### src/rtl/core/bsa_pkg.sv
// Shared types, codes and constants of the bitmap slot allocator.
package bsa_pkg;

   localparam int DEF_PAGE_SHIFT     = 12;
   localparam int DEF_MAX_SLABS      = 64;
   localparam int DEF_WORDS_PER_SLAB = 4;

   localparam int ADDR_W     = 48;
   localparam int POOL_W     = 36;
   localparam int SHIFT_W    = 4;
   localparam int BYTES_W    = 32;
   localparam int FREED_W    = 13;
   localparam int WORD_BITS  = 64;
   localparam int WORD_SHIFT = 6;
   localparam int MIN_SHIFT  = 4;

   localparam int CSR_ADDR_W = 4;
   localparam int CSR_DATA_W = 64;

   localparam logic [POOL_W-1:0]  POOL_PAGE_RESET  = POOL_W'(1);
   localparam logic [SHIFT_W-1:0] SLOT_SHIFT_RESET = SHIFT_W'(4);

   typedef enum logic [1:0] {
      FUNC_ALLOC  = 2'd0,
      FUNC_FREE   = 2'd1,
      FUNC_RESIZE = 2'd2,
      FUNC_REMAP  = 2'd3
   } func_type;

   typedef enum logic [2:0] {
      STAT_OK          = 3'd0,
      STAT_REFUSED     = 3'd1,
      STAT_FOREIGN     = 3'd2,
      STAT_MISALIGNED  = 3'd3,
      STAT_DOUBLE_FREE = 3'd4
   } status_type;

   typedef enum logic {
      REG_POOL_PAGE  = 1'b0,
      REG_SLOT_SHIFT = 1'b1
   } reg_idx_type;

   typedef struct packed {
      func_type            func;
      logic [BYTES_W-1:0]  byte_count;
      logic                zero_fill;
      logic [ADDR_W-1:0]   address;
   } req_type;

   typedef struct packed {
      logic [ADDR_W-1:0]   slot_address;
      status_type          status;
      logic [FREED_W-1:0]  freed_bytes;
      logic                clear_slot;
   } rsp_type;

   typedef struct packed {
      logic [POOL_W-1:0]   pool_page;
      logic [SHIFT_W-1:0]  slot_shift;
   } cfg_type;

endpackage

### src/rtl/core/bsa_csr.sv
// Configuration registers of the slot allocator behind an APB-style port.
module bsa_csr (
   input  logic                               clock,
   input  logic                               reset,
   input  logic                               psel,
   input  logic                               penable,
   input  logic                               pwrite,
   input  logic [bsa_pkg::CSR_ADDR_W-1:0]     paddr,
   input  logic [bsa_pkg::CSR_DATA_W-1:0]     pwdata,
   output logic [bsa_pkg::CSR_DATA_W-1:0]     prdata,
   output logic                               pready,
   output bsa_pkg::cfg_type                   cfg
);
   import bsa_pkg::*;

   logic [POOL_W-1:0]  pool_page_ff, pool_page_in;
   logic [SHIFT_W-1:0] slot_shift_ff, slot_shift_in;
   reg_idx_type        reg_idx;
   logic               wr_strobe;

   // registers sit on 8-byte boundaries; the low address bits are ignored
   assign reg_idx   = reg_idx_type'(paddr[CSR_ADDR_W-1]);
   assign wr_strobe = psel && penable && pwrite;
   assign pready    = 1'b1;

   always_comb begin
      pool_page_in  = pool_page_ff;
      slot_shift_in = slot_shift_ff;
      if (wr_strobe) begin
         case (reg_idx)
            REG_POOL_PAGE:  pool_page_in  = pwdata[POOL_W-1:0];
            REG_SLOT_SHIFT: slot_shift_in = pwdata[SHIFT_W-1:0];
            default:        pool_page_in  = pool_page_ff;
         endcase
      end
   end

   always_comb begin
      case (reg_idx)
         REG_POOL_PAGE:  prdata = CSR_DATA_W'(pool_page_ff);
         REG_SLOT_SHIFT: prdata = CSR_DATA_W'(slot_shift_ff);
         default:        prdata = '0;
      endcase
   end

   always_ff @(posedge clock) begin
      if (reset) begin
         pool_page_ff  <= POOL_PAGE_RESET;
         slot_shift_ff <= SLOT_SHIFT_RESET;
      end else begin
         pool_page_ff  <= pool_page_in;
         slot_shift_ff <= slot_shift_in;
      end
   end

   assign cfg.pool_page  = pool_page_ff;
   assign cfg.slot_shift = slot_shift_ff;

endmodule

### config.mk
export PLATFORM = sky130hd
export DESIGN_NAME = bsa_csr
export DESIGN_NICKNAME = d
export VERILOG_FILES = /design/src/rtl/core/bsa_pkg.sv /design/src/rtl/core/bsa_csr.sv
export SDC_FILE = /design/constraint.sdc
export NUM_CORES = 1
export LEC_CHECK = 0
export ABC_AREA = 1
export BUFFER_PORTS_ARGS = -buffer_cell sky130_fd_sc_hd__buf_2
export CAP_MARGIN = 20
export CELL_PAD_IN_SITES_DETAIL_PLACEMENT = 0
export CELL_PAD_IN_SITES_GLOBAL_PLACEMENT = 2
export CORE_UTILIZATION = 19
export CTS_CLUSTER_DIAMETER = 200
export CTS_CLUSTER_SIZE = 28
export DETAILED_ROUTE_END_ITERATION = 6
export MAX_ROUTING_LAYER = met4
export PLACE_DENSITY = 0.81
export SLEW_MARGIN = 20
export SYNTH_ARGS = -nofsm -noshare
export SYNTH_HDL_FRONTEND = slang
export SYNTH_SLANG_ARGS = --single-unit
export TNS_END_PERCENT = 1
### constraint.sdc
create_clock -name clock -period 1.6 [get_ports clock]
set_input_delay 0.16 -clock clock [delete_from_list [all_inputs] [get_ports clock]]
set_output_delay 0.16 -clock clock [all_outputs]
set_load 0.005 [all_outputs]
==> flow_metrics.py <==
metrics = {
    "run_status": {
        "outcome": "finished with violations",
        "violations": "DRC",
    },
    "grt": {
        "grt_usage_pct": 9.99,
        "grt-ovfl-total": 0,
        "grt_pass1_wl_um": 9630,
        "antenna_found_initial": 0,
        "grt_max_degree": 41,
        "grt_pass1_vias": 1910,
    },
    "hold_path": {
        "hp-class": "primary input to register",
    },
    "clock_network": {
        "numCtsBuffers": 5,
        "cts_setup_buffers": 0,
        "cts_resized": 0,
        "cts.htree.levels": 2,
        "cts.clk_slew.worst_paths_ns": 0.06,
        "post_cts_hold_buffer_count": 0,
        "cts_root_buf": "clkbuf_16",
        "cts.sinks": 40,
        "cts.path.max_buffers": 2,
        "cts_tree": "built",
        "clk_latency_ns": 0.28,
    },
    "yosys": {
        "synth_seq_area_share_pct": 35.2,
        "ys_ff_latch": 40,
        "synth-edff-count": 0,
        "synth-main-ff-cell": "dfxtp_1",
        "yosysTopAreaCellShare_pct": 35.2,
        "avgSynthCellArea_sq_um": 6.16,
        "yosysMostFrequentCell": "nor2_1",
        "postSynth.asyncResetShare_pct": 0,
        "yosys.area.top_type": "dfxtp_1",
        "synth_cell_types": 17,
        "synth_area_sq_um": 2270,
        "synth_commonest_cells": "nor2_1, inv_1, nand2_1",
        "synth.top_cells.by_area": "dfxtp_1, nor2_1, inv_1, buf_4, nand3_1",
        "synthCells": 369,
        "ys_warn_count": 0,
    },
    "power": {
        "p_per_area_nw_per_um2": 852,
        "p_int_mw": 2.00,
        "seq_power_share_pct": 40.3,
        "switching_power_mw": 0.623,
        "power_frac_clock_pct": 46.7,
        "p_sw_share_pct": 23.8,
        "finalPower_mw": 2.62,
        "leakagePower_nw": 1.75,
        "peakVddDrop_mv": 0.417,
        "combPwrFrac_pct": 13.0,
    },
    "job": {
        "maxCapViolations": 0,
    },
    "die": {
        "core_area_sq_um": 11600,
        "die_y_um": 111,
        "rows": 39,
        "initial_core_util_pct": 19.7,
        "dieArea_sq_um": 12400,
        "io_pins": 178,
        "fp.dieW_um": 111,
    },
    "worst_setup_path": {
        "criticalPathCategory": "primary input to primary output",
        "crit_family": "buffers and inverters",
        "max_stage_delay_ns": 0.24,
        "path_max_fanout": 15,
        "end_kind": "primary output",
        "cp_data_required_time_ns": 1.44,
        "crit_slowest_cell": "inv_2",
        "path_cells": "buf_2, inv_2, buf_4, nand2_1, nand2_1, buf_2",
        "cp-start-kind": "primary input",
        "crit_arrival_ns": 0.97,
        "crit_buf_inv": 4,
        "reg2reg_slack_ns": 0.99,
    },
    "final_layout": {
        "layout-drive-gt1-share_pct": 28.7,
        "final_cells": 624,
        "antenna_cells": 0,
        "fillers": 1319,
        "final-seq-area_sq_um": 801,
        "nets": 553,
        "multi_input_area_sq_um": 968,
        "area_growth_pct": 35.2,
    },
    "routing": {
        "firstDrtPassIters": 7,
        "first_iter_violations": 137,
        "vias": 2275,
        "viasPerCell": 3.65,
        "drcViolationCount": 24,
        "wire_per_inst_um": 9.96,
        "drt-total-wl_um": 6210,
        "ant_nets": 0,
    },
    "timing": {
        "rsz0062_at_grt": "no",
        "fin_crit_sh_pct": 70.7,
        "fin_worst_skew_ns": 0,
        "tns_ns": 0,
        "slew_violations": 0,
        "finalSetupViolations": 0,
        "fin_crit_ns": 1.13,
        "fmax_mhz": 884,
        "hold_violations": 0,
    },
    "placed_design": {
        "io_buffer_count": 117,
        "gp_congestion": 0.692,
        "hpwlAfterDp_um": 4590,
        "dp_cells": 616,
    },
}
==> registers in the layout (all words and copies together) (netlist names) <==
name           count
slot_shift_ff      4
pool_page_ff      36
==> kinds of logic after synthesis <==
| group | Yosys count | share of synthesized area, % |
|---|---|---|
| simple gates | 205 | 37.1 |
| buf+inv | 120 | 26.9 |
| other cells | 2 | 0.330 |
| compound gates | 2 | 0.440 |
| flops | 40 | 35.2 |
==> path summary, 6_finish.rpt <==
| kind | cells past startpoint | end | start |
|---|---|---|---|
| min reg2reg | 2 | pool_page_ff[28] | pool_page_ff[28] |
| min | 3 | slot_shift_ff[2] | pwdata[2] |
| max reg2reg | 2 | pool_page_ff[0] | pool_page_ff[0] |
| max | 6 | prdata[1] | paddr[3] |
==> routing by layer <==
layer	vias to the layer above	part of all wire [%]	GRT usage, %
li1	1226	-	-
met1	959	46	12.0
met2	88	48	16.9
met3	2	6.1	1.63
met4	0	0.85	3.51
met5	-	0	-
==> layout by cell type (no fill, tap or decap) <==
cell	instances
nor2_4	1
o21ai_0	1
nor2_1	109
o21ai_1	1
nand2_1	53
conb_1	29
bufinv_16	1
nand3_2	1
buf_12	2
buf_2	117
inv_1	70
nor2_8	1
dfxtp_1	40
nand3_1	40
clkbuf_8	2
clkbuf_16	5
inv_2	1
buf_4	7
==> power by group through the flow <==
stage               Sequential [mW]  Combinational, mW  Clock, mW
detailed placement             1.08              0.346          0
global placement               1.08              0.344          0
floorplan                      1.08              0.246          0
finish                         1.06              0.341       1.22
CTS                            1.06              0.347       1.28
global route                   1.06              0.389       1.31
==> tightest hold or removal path, cell delays in order <==
cell	delay [ns]
buf_2	0.09
nand2_1	0.04
nand3_1	0.06
==> metrics by stage <==
stage	hold slack, ns	area (sq um)	worst slack, ns	util [%]
after global placement	0.389	2890	0.440	25.0
after CTS	0.0965	3080	0.448	26.6
after global routing	0.120	3080	0.386	26.6
after floorplan	0.286	2380	0.773	-
final	0.103	3080	0.469	26.6
after detailed placement	0.393	2890	0.447	25.0
==> cell type report <==
cell class                      instances  area share [%]
Multi-Input combinational cell        236            31.5
Clock inverter                          1           0.976
Inverter                               71            8.67
Tap cell                              143            5.82
Clock buffer                            7            4.96
Timing Repair Buffer                  126            22.1
Sequential cell                        40            26.0
(Power assumes the default switching activity.)
